`config.mk`:
```
export PLATFORM = sky130hd
export DESIGN_NAME = local_mean_threshold_3x3_unit
export DESIGN_NICKNAME = d
export VERILOG_FILES = /design/src/hw/rtl/lmt_pkg.sv /design/src/hw/rtl/lmt_window.sv /design/src/hw/rtl/lmt_out_queue.sv /design/src/hw/rtl/local_mean_threshold_3x3_unit.sv
export SDC_FILE = /design/constraint.sdc
export NUM_CORES = 1
export LEC_CHECK = 0
export BUFFER_PORTS_ARGS = -buffer_cell sky130_fd_sc_hd__clkbuf_2
export CAP_MARGIN = 0
export CELL_PAD_IN_SITES_DETAIL_PLACEMENT = 0
export CELL_PAD_IN_SITES_GLOBAL_PLACEMENT = 1
export CORE_ASPECT_RATIO = 0.6
export CORE_UTILIZATION = 47
export CTS_CLUSTER_SIZE = 8
export DETAILED_ROUTE_END_ITERATION = 10
export PLACE_DENSITY = 0.85
export SLEW_MARGIN = 15
export SYNTH_ARGS = -nofsm -noshare
export SYNTH_HDL_FRONTEND = slang
export SYNTH_SLANG_ARGS = --single-unit
```
`constraint.sdc`:
```
create_clock -name aclk -period 10.3 [get_ports aclk]
set_clock_uncertainty 0.05 [all_clocks]
set_input_delay 1.03 -clock aclk [delete_from_list [all_inputs] [get_ports aclk]]
set_output_delay 1.03 -clock aclk [all_outputs]
set_load 0.02 [all_outputs]
```
`src/hw/rtl/lmt_pkg.sv`:
```
// ----------------------------------------------------------------------------
// lmt_pkg: shared types and constants of the local mean threshold unit
// pixel width, derived sum and count widths, and the result item type
// ----------------------------------------------------------------------------
package lmt_pkg;

    localparam int PIXEL_BITS   = 8;
    // in-bounds sum of one column slice (up to three pixels)
    localparam int COLSUM_BITS  = PIXEL_BITS + 2;
    // in-bounds sum of the whole 3x3 window (up to nine pixels)
    localparam int WINSUM_BITS  = PIXEL_BITS + 4;
    // pixels in one column slice (1..3)
    localparam int ROWS_BITS    = 2;
    // pixels in the window (1..9)
    localparam int COUNT_BITS   = 4;
    // product of a centre pixel and a window count
    localparam int PROD_BITS    = PIXEL_BITS + COUNT_BITS;

    localparam int S_TDATA_BITS = ((3 * PIXEL_BITS + 7) / 8) * 8;
    localparam int S_TUSER_BITS = 2;
    localparam int M_TDATA_BITS = 8;

    // tuser bit positions on the input side
    localparam int TUSER_HAS_ABOVE = 0;
    localparam int TUSER_HAS_BELOW = 1;

    localparam int QUEUE_DEPTH  = 3;
    localparam int QCOUNT_BITS  = 2;

    typedef struct packed {
        logic binary_out;
        logic last_of_row;
    } result_t;

    // results produced by one accepted column slice
    typedef struct packed {
        logic [1:0] push_count;
        result_t    first;
        result_t    second;
    } result_pair_t;

endpackage

```
`src/hw/rtl/lmt_window.sv`:
```
// ----------------------------------------------------------------------------
// lmt_window: column history and threshold decision
// keeps two previous column sums and the previous centre, emits up to two
// results for each accepted column slice
// ----------------------------------------------------------------------------
module lmt_window (
    input  logic                                aclk,
    input  logic                                aresetn,
    input  logic                                accept,
    input  logic [lmt_pkg::PIXEL_BITS-1:0]      pixel_above,
    input  logic [lmt_pkg::PIXEL_BITS-1:0]      pixel_center,
    input  logic [lmt_pkg::PIXEL_BITS-1:0]      pixel_below,
    input  logic                                has_above,
    input  logic                                has_below,
    input  logic                                row_end,
    output lmt_pkg::result_pair_t               results
);

    logic [lmt_pkg::COLSUM_BITS-1:0] colsum_two_back_reg, colsum_two_back_next;
    logic [lmt_pkg::COLSUM_BITS-1:0] colsum_one_back_reg, colsum_one_back_next;
    logic [lmt_pkg::PIXEL_BITS-1:0]  center_one_back_reg, center_one_back_next;
    logic [lmt_pkg::ROWS_BITS-1:0]   rows_two_back_reg, rows_two_back_next;
    logic [lmt_pkg::ROWS_BITS-1:0]   rows_one_back_reg, rows_one_back_next;
    logic                            have_one_back_reg, have_one_back_next;
    logic                            have_two_back_reg, have_two_back_next;

    logic [lmt_pkg::COLSUM_BITS-1:0] cur_sum;
    logic [lmt_pkg::ROWS_BITS-1:0]   cur_rows;
    logic [lmt_pkg::WINSUM_BITS-1:0] mid_sum, end_sum;
    logic [lmt_pkg::COUNT_BITS-1:0]  mid_count, end_count;
    logic [lmt_pkg::PROD_BITS-1:0]   mid_prod, end_prod;
    logic                            mid_bit, end_bit;
    lmt_pkg::result_t                mid_res, end_res;

    always_comb begin
        cur_sum  = lmt_pkg::COLSUM_BITS'(pixel_center)
                 + (has_above ? lmt_pkg::COLSUM_BITS'(pixel_above) : '0)
                 + (has_below ? lmt_pkg::COLSUM_BITS'(pixel_below) : '0);
        cur_rows = lmt_pkg::ROWS_BITS'(1) + lmt_pkg::ROWS_BITS'(has_above)
                 + lmt_pkg::ROWS_BITS'(has_below);

        // window around the previous column
        mid_sum   = lmt_pkg::WINSUM_BITS'(colsum_one_back_reg)
                  + lmt_pkg::WINSUM_BITS'(cur_sum)
                  + (have_two_back_reg ? lmt_pkg::WINSUM_BITS'(colsum_two_back_reg) : '0);
        mid_count = lmt_pkg::COUNT_BITS'(rows_one_back_reg)
                  + lmt_pkg::COUNT_BITS'(cur_rows)
                  + (have_two_back_reg ? lmt_pkg::COUNT_BITS'(rows_two_back_reg) : '0);
        mid_prod  = lmt_pkg::PROD_BITS'(center_one_back_reg) * lmt_pkg::PROD_BITS'(mid_count);
        mid_bit   = lmt_pkg::WINSUM_BITS'(mid_prod) > mid_sum;

        // window around the last column, right neighbor missing
        end_sum   = lmt_pkg::WINSUM_BITS'(cur_sum)
                  + (have_one_back_reg ? lmt_pkg::WINSUM_BITS'(colsum_one_back_reg) : '0);
        end_count = lmt_pkg::COUNT_BITS'(cur_rows)
                  + (have_one_back_reg ? lmt_pkg::COUNT_BITS'(rows_one_back_reg) : '0);
        end_prod  = lmt_pkg::PROD_BITS'(pixel_center) * lmt_pkg::PROD_BITS'(end_count);
        end_bit   = lmt_pkg::WINSUM_BITS'(end_prod) > end_sum;

        mid_res.binary_out  = mid_bit;
        mid_res.last_of_row = 1'b0;
        end_res.binary_out  = end_bit;
        end_res.last_of_row = 1'b1;

        results.push_count = 2'(have_one_back_reg) + 2'(row_end);
        results.first      = have_one_back_reg ? mid_res : end_res;
        results.second     = end_res;
    end

    always_comb begin
        colsum_two_back_next = colsum_two_back_reg;
        colsum_one_back_next = colsum_one_back_reg;
        center_one_back_next = center_one_back_reg;
        rows_two_back_next   = rows_two_back_reg;
        rows_one_back_next   = rows_one_back_reg;
        have_one_back_next   = have_one_back_reg;
        have_two_back_next   = have_two_back_reg;
        if (accept) begin
            if (row_end) begin
                colsum_two_back_next = '0;
                colsum_one_back_next = '0;
                center_one_back_next = '0;
                rows_two_back_next   = '0;
                rows_one_back_next   = '0;
                have_one_back_next   = 1'b0;
                have_two_back_next   = 1'b0;
            end else begin
                colsum_two_back_next = colsum_one_back_reg;
                rows_two_back_next   = rows_one_back_reg;
                have_two_back_next   = have_one_back_reg;
                colsum_one_back_next = cur_sum;
                rows_one_back_next   = cur_rows;
                center_one_back_next = pixel_center;
                have_one_back_next   = 1'b1;
            end
        end
    end

    always_ff @(posedge aclk) begin
        if (!aresetn) begin
            colsum_two_back_reg <= '0;
            colsum_one_back_reg <= '0;
            center_one_back_reg <= '0;
            rows_two_back_reg   <= '0;
            rows_one_back_reg   <= '0;
            have_one_back_reg   <= 1'b0;
            have_two_back_reg   <= 1'b0;
        end else begin
            colsum_two_back_reg <= colsum_two_back_next;
            colsum_one_back_reg <= colsum_one_back_next;
            center_one_back_reg <= center_one_back_next;
            rows_two_back_reg   <= rows_two_back_next;
            rows_one_back_reg   <= rows_one_back_next;
            have_one_back_reg   <= have_one_back_next;
            have_two_back_reg   <= have_two_back_next;
        end
    end

endmodule

```
`src/hw/rtl/lmt_out_queue.sv`:
```
// ----------------------------------------------------------------------------
// lmt_out_queue: three-entry result register queue
// takes up to two results a cycle, hands out one, head entry drives the port
// ----------------------------------------------------------------------------
module lmt_out_queue (
    input  logic                  aclk,
    input  logic                  aresetn,
    input  logic                  push,
    input  lmt_pkg::result_pair_t results,
    output logic                  room,
    output logic                  head_valid,
    output lmt_pkg::result_t      head,
    input  logic                  pop
);

    lmt_pkg::result_t                entry_reg  [lmt_pkg::QUEUE_DEPTH];
    lmt_pkg::result_t                entry_next [lmt_pkg::QUEUE_DEPTH];
    logic [lmt_pkg::QCOUNT_BITS-1:0] count_reg, count_next;
    logic [lmt_pkg::QCOUNT_BITS-1:0] base;
    logic [lmt_pkg::QCOUNT_BITS-1:0] push_n;
    logic                            do_pop;

    // room for two results whatever the sink does
    assign room       = count_reg <= lmt_pkg::QCOUNT_BITS'(1);
    assign head_valid = count_reg != '0;
    assign head       = entry_reg[0];

    always_comb begin
        do_pop = pop && head_valid;
        push_n = push ? results.push_count : '0;
        base   = count_reg - lmt_pkg::QCOUNT_BITS'(do_pop);
        for (int i = 0; i < lmt_pkg::QUEUE_DEPTH; i++) begin
            entry_next[i] = entry_reg[i];
        end
        // shift toward the head on a pop
        if (do_pop) begin
            for (int i = 0; i < lmt_pkg::QUEUE_DEPTH - 1; i++) begin
                entry_next[i] = entry_reg[i + 1];
            end
        end
        for (int i = 0; i < lmt_pkg::QUEUE_DEPTH; i++) begin
            if (push_n != '0 && lmt_pkg::QCOUNT_BITS'(i) == base) begin
                entry_next[i] = results.first;
            end
            if (push_n == 2'd2 && lmt_pkg::QCOUNT_BITS'(i) == base + 2'd1) begin
                entry_next[i] = results.second;
            end
        end
        count_next = base + push_n;
    end

    always_ff @(posedge aclk) begin
        if (!aresetn) begin
            count_reg <= '0;
        end else begin
            count_reg <= count_next;
        end
    end

    always_ff @(posedge aclk) begin
        for (int i = 0; i < lmt_pkg::QUEUE_DEPTH; i++) begin
            entry_reg[i] <= entry_next[i];
        end
    end

endmodule

```
`src/hw/rtl/local_mean_threshold_3x3_unit.sv`:
```
// ----------------------------------------------------------------------------
// local_mean_threshold_3x3_unit: 3x3 local mean binarizer
// streams column slices in, one thresholded pixel per result out
// ----------------------------------------------------------------------------
// usage
//   the slave channel takes one column slice per transaction: the pixels
//   above, at and below the current row, with tuser flags telling whether
//   the rows above and below exist and tlast on the last column of a row
//   the master channel gives one result per transaction: the binary pixel in
//   tdata bit 0 and tlast on the result for the last column of a row
//   a pixel needs its right neighbor, so the result for a column leaves with the
//   next column's transaction; the last column of a multi-column row gives two
//   the results that a slice completes are written into the output queue
//   registers when the slice is taken; m_tvalid shows the queue head
//   throughput: one slice per cycle while the queue has room, set by the single
//   pass through the window adder and compare; after the last column of a row
//   of two or more columns s_tready drops until the first of its two results
//   has left; a single-column row does not drop s_tready
//   reset clears the column history, so the first slice starts a row
//   when the receiver stalls, up to three results wait in the output queue
//   and s_tready drops once two or more are pending
// ----------------------------------------------------------------------------
module local_mean_threshold_3x3_unit (
    input  logic                              aclk,
    input  logic                              aresetn,
    // pixel_above, pixel_center, pixel_below from bit 0 up
    input  logic [lmt_pkg::S_TDATA_BITS-1:0]  s_tdata,
    // has_above, has_below from bit 0 up
    input  logic [lmt_pkg::S_TUSER_BITS-1:0]  s_tuser,
    input  logic                              s_tlast,
    input  logic                              s_tvalid,
    output logic                              s_tready,
    // binary_out in bit 0, rest zero
    output logic [lmt_pkg::M_TDATA_BITS-1:0]  m_tdata,
    output logic                              m_tlast,
    output logic                              m_tvalid,
    input  logic                              m_tready
);

    localparam int PB = lmt_pkg::PIXEL_BITS;

    logic                  accept;
    lmt_pkg::result_pair_t results;
    lmt_pkg::result_t      head;
    logic                  room;

    // a transaction on the slave side
    assign accept   = s_tvalid && s_tready;
    assign s_tready = room;

    // history update and decisions for the incoming slice
    lmt_window u_window (
        .aclk         (aclk),
        .aresetn      (aresetn),
        .accept       (accept),
        .pixel_above  (s_tdata[PB-1:0]),
        .pixel_center (s_tdata[2*PB-1:PB]),
        .pixel_below  (s_tdata[3*PB-1:2*PB]),
        .has_above    (s_tuser[lmt_pkg::TUSER_HAS_ABOVE]),
        .has_below    (s_tuser[lmt_pkg::TUSER_HAS_BELOW]),
        .row_end      (s_tlast),
        .results      (results)
    );

    // result registers in front of the master port
    lmt_out_queue u_out_queue (
        .aclk       (aclk),
        .aresetn    (aresetn),
        .push       (accept),
        .results    (results),
        .room       (room),
        .head_valid (m_tvalid),
        .head       (head),
        .pop        (m_tready)
    );

    assign m_tdata = lmt_pkg::M_TDATA_BITS'(head.binary_out);
    assign m_tlast = head.last_of_row;

endmodule

```
==> results.json, run 1 <==
{
  "rsz0062_at_grt": "false",
  "endpoint_kind": "register",
  "ir_drop_v": 0.00006186,
  "power_leakage_nw": 3.290,
  "hold_path.class": "register to register",
  "yosysMostFrequentCell": "ha_1",
  "first_iter_violations": 405,
  "dieWidth_um": 147.7,
  "min_path_cells": 2,
  "yosys.area.top_type": "ha_1",
  "routabilityCongestion": 0.8590,
  "post-route-period-util": 0.7522,
  "slew_headroom": 0.4721,
  "tightest_slew_ns": 0.7883,
  "rr_worst_depth": 24,
  "drive_above_1_share": 0.06427,
  "crit_type": "input pin to register",
  "antennaDiodeCount": 0,
  "syn_inst": 758,
  "h-tree-depth": 2,
  "period_needed_ns": 7.748,
  "cts_setup_buffers": 0,
  "max-clock-path-buffers": 2,
  "drtPass1Iterations": 4,
  "finalSetupViolations": 0,
  "synth.cell_area_sq_um": 5989,
  "ys_seq_elements": 42,
  "path_max_fanout": 9,
  "cp.arrival_ns": 7.75,
  "p_seq_frac": 0.237,
  "final-seq-area_sq_um": 870.8,
  "port-buffer-count": 34,
  "synth_cell_types": 46,
  "status": "finished clean",
  "rows": 31,
  "clock_latency_ns": 0.30,
  "finalHoldViolCount": 0,
  "cts_resized": 0,
  "grt_pass1_wl_mm": 22.95,
  "ant_nets": 0,
  "yosysTopAreaCellShare": 0.2214,
  "cts_tree": "done",
  "p_int_mw": 0.4896,
  "nFillCells": 1173,
  "pin_count": 42,
  "clk_pin_slew_ns": 0.07,
  "drcViolationCount": 0,
  "clkPwrFrac": 0.187,
  "ys_async_sr_fraction": 0,
  "routed_wirelength_mm": 13.79,
  "required_ns": 10.30,
  "power.switching_mw": 0.3812,
  "yosys-top-cells-area": "ha_1, dfxtp_1, fa_1",
  "synth_edf_count": 3,
  "area_growth_syn_to_layout_pct": 6.894,
  "viasPerCell": 5.224,
  "multiInputGateArea_sq_um": 4651,
  "synth_common_cells": "ha_1, inv_1, nand2_1",
  "power.density_nw_per_um2": 136.0,
  "p_comb_frac": 0.576,
  "avgSynthCellArea_sq_um": 7.902,
  "cts_made_buffers": 5,
  "grt_usage": 0.2229,
  "start_util": 0.4902,
  "yosysWarnings": 0,
  "ys_seq_area_frac": 0.1454,
  "slowest_delay_ns": 0.61,
  "vias": 4926,
  "hold_buffers": 0,
  "switching_share": 0.4377,
  "r2r_slack_ns": 3.49,
  "core_sq_um": 12220,
  "routedWlPerCell_um": 14.62,
  "first_global_vias": 4617,
  "grt_max_degree": 47,
  "whs_ns": 0.4534,
  "clockRootBuffer": "clkbuf_16",
  "final_nets": 947,
  "setup_tns_ns": 0,
  "slew_viol_final": 0,
  "grt-ovfl-total": 0,
  "antenna_found_initial": 0,
  "cts.sinks": 42,
  "p_total_mw": 0.8707,
  "startpoint_type": "input pin",
  "crit_slowest_cell": "fa_1",
  "cap_violations": 0,
  "die_area_sq_um": 13210,
  "fmax_mhz": 129.1,
  "die_y_um": 89.44,
  "synthFlopType": "dfxtp_1",
  "dp_hpwl_mm": 11.56
}
[area by class of cell]
cell class	instances	area share
Clock inverter	3	0.002931
Timing Repair Buffer	35	0.02775
Tap cell	165	0.03225
Sequential cell	42	0.1360
Multi-Input combinational cell	599	0.7264
Clock buffer	5	0.01954
Inverter	94	0.05511
[critical path, delay by kind of cell]
kind	cells	cell delay, ns
XOR/XNOR	2	0.62
adder cells (fa/ha/maj)	8	3.03
AO/OA/AOI/OAI	9	1.73
AND/OR/NAND/NOR	4	0.92
buffers and inverters	5	0.40
[placed cells by master, fill, tap and decap left out, types with 4 or more instances in the layout]
cell	n
xor2_1	18
and2_1	37
o21ai_0	32
nor2b_1	42
a21oi_1	58
o21a_1	5
nand4_1	5
conb_1	7
clkbuf_2	34
xnor2_1	31
dfxtp_1	39
and3_1	14
clkbuf_16	5
a21o_1	14
o21bai_1	5
nand2_1	69
ha_1	106
fa_1	33
inv_1	94
nand2b_1	13
nand3_1	5
nor3_1	24
a32o_1	4
nor2_1	41
[metal layers]
metal,GRT usage,routed length [um]
met1,0.3561,7930
met5,0,0
met4,0.03561,118
met3,0.03520,651
met2,0.3092,5087
[power groups by stage]
stage	logic, mW	clock network, mW	registers [mW]
final	0.502	0.163	0.206
after global routing	0.570	0.171	0.209
after CTS	0.500	0.165	0.206
after detailed placement	0.494	0	0.209
after global placement	0.480	0	0.209
after floorplan	0.391	0	0.203
[path summary, 6_finish.rpt]
check	from	endpoint
hold / removal	u_window.colsum_two_back_reg[4]	u_window.colsum_two_back_reg[4]
hold reg to reg	u_window.colsum_two_back_reg[4]	u_window.colsum_two_back_reg[4]
setup / recovery	s_tuser[0]	u_out_queue.entry_reg[0][1]
setup reg to reg	u_window.rows_one_back_reg[0]	u_out_queue.entry_reg[0][1]
[through the flow]
step	setup WS, ns	util	area (sq um)	instances
CTS	2.557	0.5238	6400	943
floorplan	2.714	-	6012	764
global placement	2.369	0.5120	6256	935
global route	1.948	0.5240	6402	943
detailed placement	2.255	0.5120	6256	935
finish	2.552	0.5240	6402	943
[kinds of logic after synthesis]
| group | after synthesis | share of synthesized area |
|---|---|---|
| AND/OR/NAND/NOR | 259 | 0.2189 |
| buffers and inverters | 123 | 0.08231 |
| multiplexers | 2 | 0.003760 |
| other | 1 | 0.0006261 |
| adder cells (fa/ha/maj) | 139 | 0.3317 |
| flip-flops | 42 | 0.1454 |
| AO/OA/AOI/OAI | 143 | 0.1456 |
| XOR/XNOR | 49 | 0.07165 |
Note: power is estimated with default switching activity, not from simulation.
==> run 2, diff against run 1 <==
==> constraint.sdc (replaced) <==
create_clock -name aclk -period 7.75 [get_ports aclk]
set_clock_uncertainty 0.05 [all_clocks]
set_input_delay 0.775 -clock aclk [delete_from_list [all_inputs] [get_ports aclk]]
set_output_delay 0.775 -clock aclk [all_outputs]
set_load 0.02 [all_outputs]
==> run 2 against run 1 <==
- global-route usage decreased by 0.071 points
- first-iteration DRC count decreased by 25%
- count of clock-buffer cells in the layout increased by 1
- critical path depth decreased by 1
- critical endpoint unchanged
- sequential cell count unchanged
- non-clock buffer count increased by 4
- design area increased by 0.41%
- largest power group unchanged
- wire length increased by 0.41%
- power increased by 33%
==> results.json, run 2 (synthesized netlist as in run 1, its figures left out) <==
{
  "port-buffer-count": 34,
  "hold_buffers": 0,
  "cts_tree": "done",
  "cp.depth": 27,
  "placed_area_sq_um": 6286,
  "slew_viol_final": 0,
  "grt_pass1_wl_mm": 22.97,
  "die_area_sq_um": 13210,
  "rows": 31,
  "cts_made_buffers": 5,
  "first_global_vias": 4642,
  "grt_usage": 0.2222,
  "ant_nets": 0,
  "status": "finished clean",
  "first_iter_violations": 303,
  "final_common_cell": "ha_1",
  "required_ns": 7.74,
  "routedWlPerCell_um": 14.62,
  "ir_drop_v": 0.00008347,
  "power_leakage_nw": 3.306,
  "routabilityCongestion": 0.8508,
  "hold_end": "u_out_queue.entry_reg[0][4]",
  "dp_hpwl_mm": 11.61,
  "vias": 4986,
  "clk_pin_slew_ns": 0.06,
  "antenna_found_initial": 0,
  "slowest_delay_ns": 0.61,
  "cts_setup_buffers": 0,
  "drive_above_1_share": 0.06650,
  "final_util": 0.5262,
  "setup_ws_ns": 0.4804,
  "drcViolationCount": 0,
  "finalHoldViolCount": 0,
  "grt-ovfl-total": 0,
  "clock_latency_ns": 0.29,
  "rr_worst_depth": 23,
  "r2r_start": "u_window.rows_one_back_reg[0]",
  "max-clock-path-buffers": 2,
  "r2r_slack_ns": 1.18,
  "cts_resized": 0,
  "slew_headroom": 0.5508,
  "path_buf_inv": 5,
  "area_growth_syn_to_layout_pct": 7.332,
  "timing.rr.end": "u_out_queue.entry_reg[0][1]",
  "setup_tns_ns": 0,
  "cap_violations": 0,
  "post-route-period-util": 0.9380,
  "holdCritStartpoint": "u_out_queue.entry_reg[0][4]",
  "final_nets": 951,
  "whs_ns": 0.4488,
  "path_delay_family": "adder cells",
  "rsz0062_at_grt": "false",
  "grt_max_degree": 47,
  "die_y_um": 89.44,
  "crit_type": "input pin to register",
  "min_path_cells": 2,
  "cts.sinks": 42,
  "cp.arrival_ns": 7.26,
  "start_util": 0.4902,
  "dp_cells": 939,
  "h-tree-depth": 2,
  "pin_count": 42,
  "power.density_nw_per_um2": 180.1,
  "path_max_fanout": 9,
  "period_needed_ns": 7.270,
  "dieWidth_um": 147.7,
  "crit_slowest_cell": "fa_1",
  "hold_path.class": "register to register",
  "p_total_mw": 1.158,
  "startpoint_type": "input pin",
  "drtPass1Iterations": 4,
  "routed_wirelength_mm": 13.84,
  "final_cell_area_sq_um": 6429,
  "tightest_slew_ns": 0.6729,
  "antennaDiodeCount": 0,
  "endpoint_kind": "register",
  "clockRootBuffer": "clkbuf_16",
  "final_cells": 947,
  "dp_slack_ns": 0.1830,
  "viasPerCell": 5.265,
  "fmax_mhz": 137.6,
  "finalSetupViolations": 0,
  "core_sq_um": 12220,
  "most-common-layout-cells": "ha_1, inv_1, nand2_1"
}
[run 2: cell types whose count changed in the layout (fill, tap and decap cells not counted)]
cell / delta
inv_6: -1
clkinv_2: -1
nor2b_2: -1
buf_4: +4
clkbuf_1: +1
nor2b_1: +1
clkinv_4: +1
[run 2: worst min-delay path, stage by stage, from the launching register on]
cell and delay (ns):
dfxtp_1 0.33, o21ai_0 0.08, o21ai_0 0.06
[run 2: cell type report]
type / instances / area (sq um)
multi-input cells: 599 / 4648
well taps: 165 / 206.4
clock buffers: 6 / 128.9
flip-flops and latches: 42 / 870.8
fillers: 1156 / 5789
repair buffers: 39 / 207.7
inverters: 94 / 352.8
clock inverters: 2 / 13.76
[run 2: power breakdown]
part           total [mW]  switching (mW)  internal, mW
Combinational       0.669           0.384         0.285
Clock               0.215          0.0952         0.120
Sequential          0.274          0.0245         0.250
Total                1.16           0.503         0.655
[run 2: worst max path at each step]
stage,start,to,slack (ns)
2_1_floorplan,s_tuser[0],u_out_queue.entry_reg[0][1],0.42
3_3_place_gp,s_tuser[0],u_out_queue.entry_reg[0][1],0.36
3_5_place_dp,s_tuser[1],u_out_queue.entry_reg[0][1],0.18
4_1_cts,s_tuser[1],u_out_queue.entry_reg[0][1],0.49
5_1_grt,s_tuser[1],u_out_queue.entry_reg[0][1],0.11
6_report,s_tuser[1],u_out_queue.entry_reg[0][1],0.48
[run 2: layer usage]
metal	up-vias	routed length, um	global-route usage
met5	-	0	0
met4	0	133	0.04405
met3	11	689	0.03163
met2	123	5102	0.3109
met1	2299	7917	0.3520
li1	2553	-	-
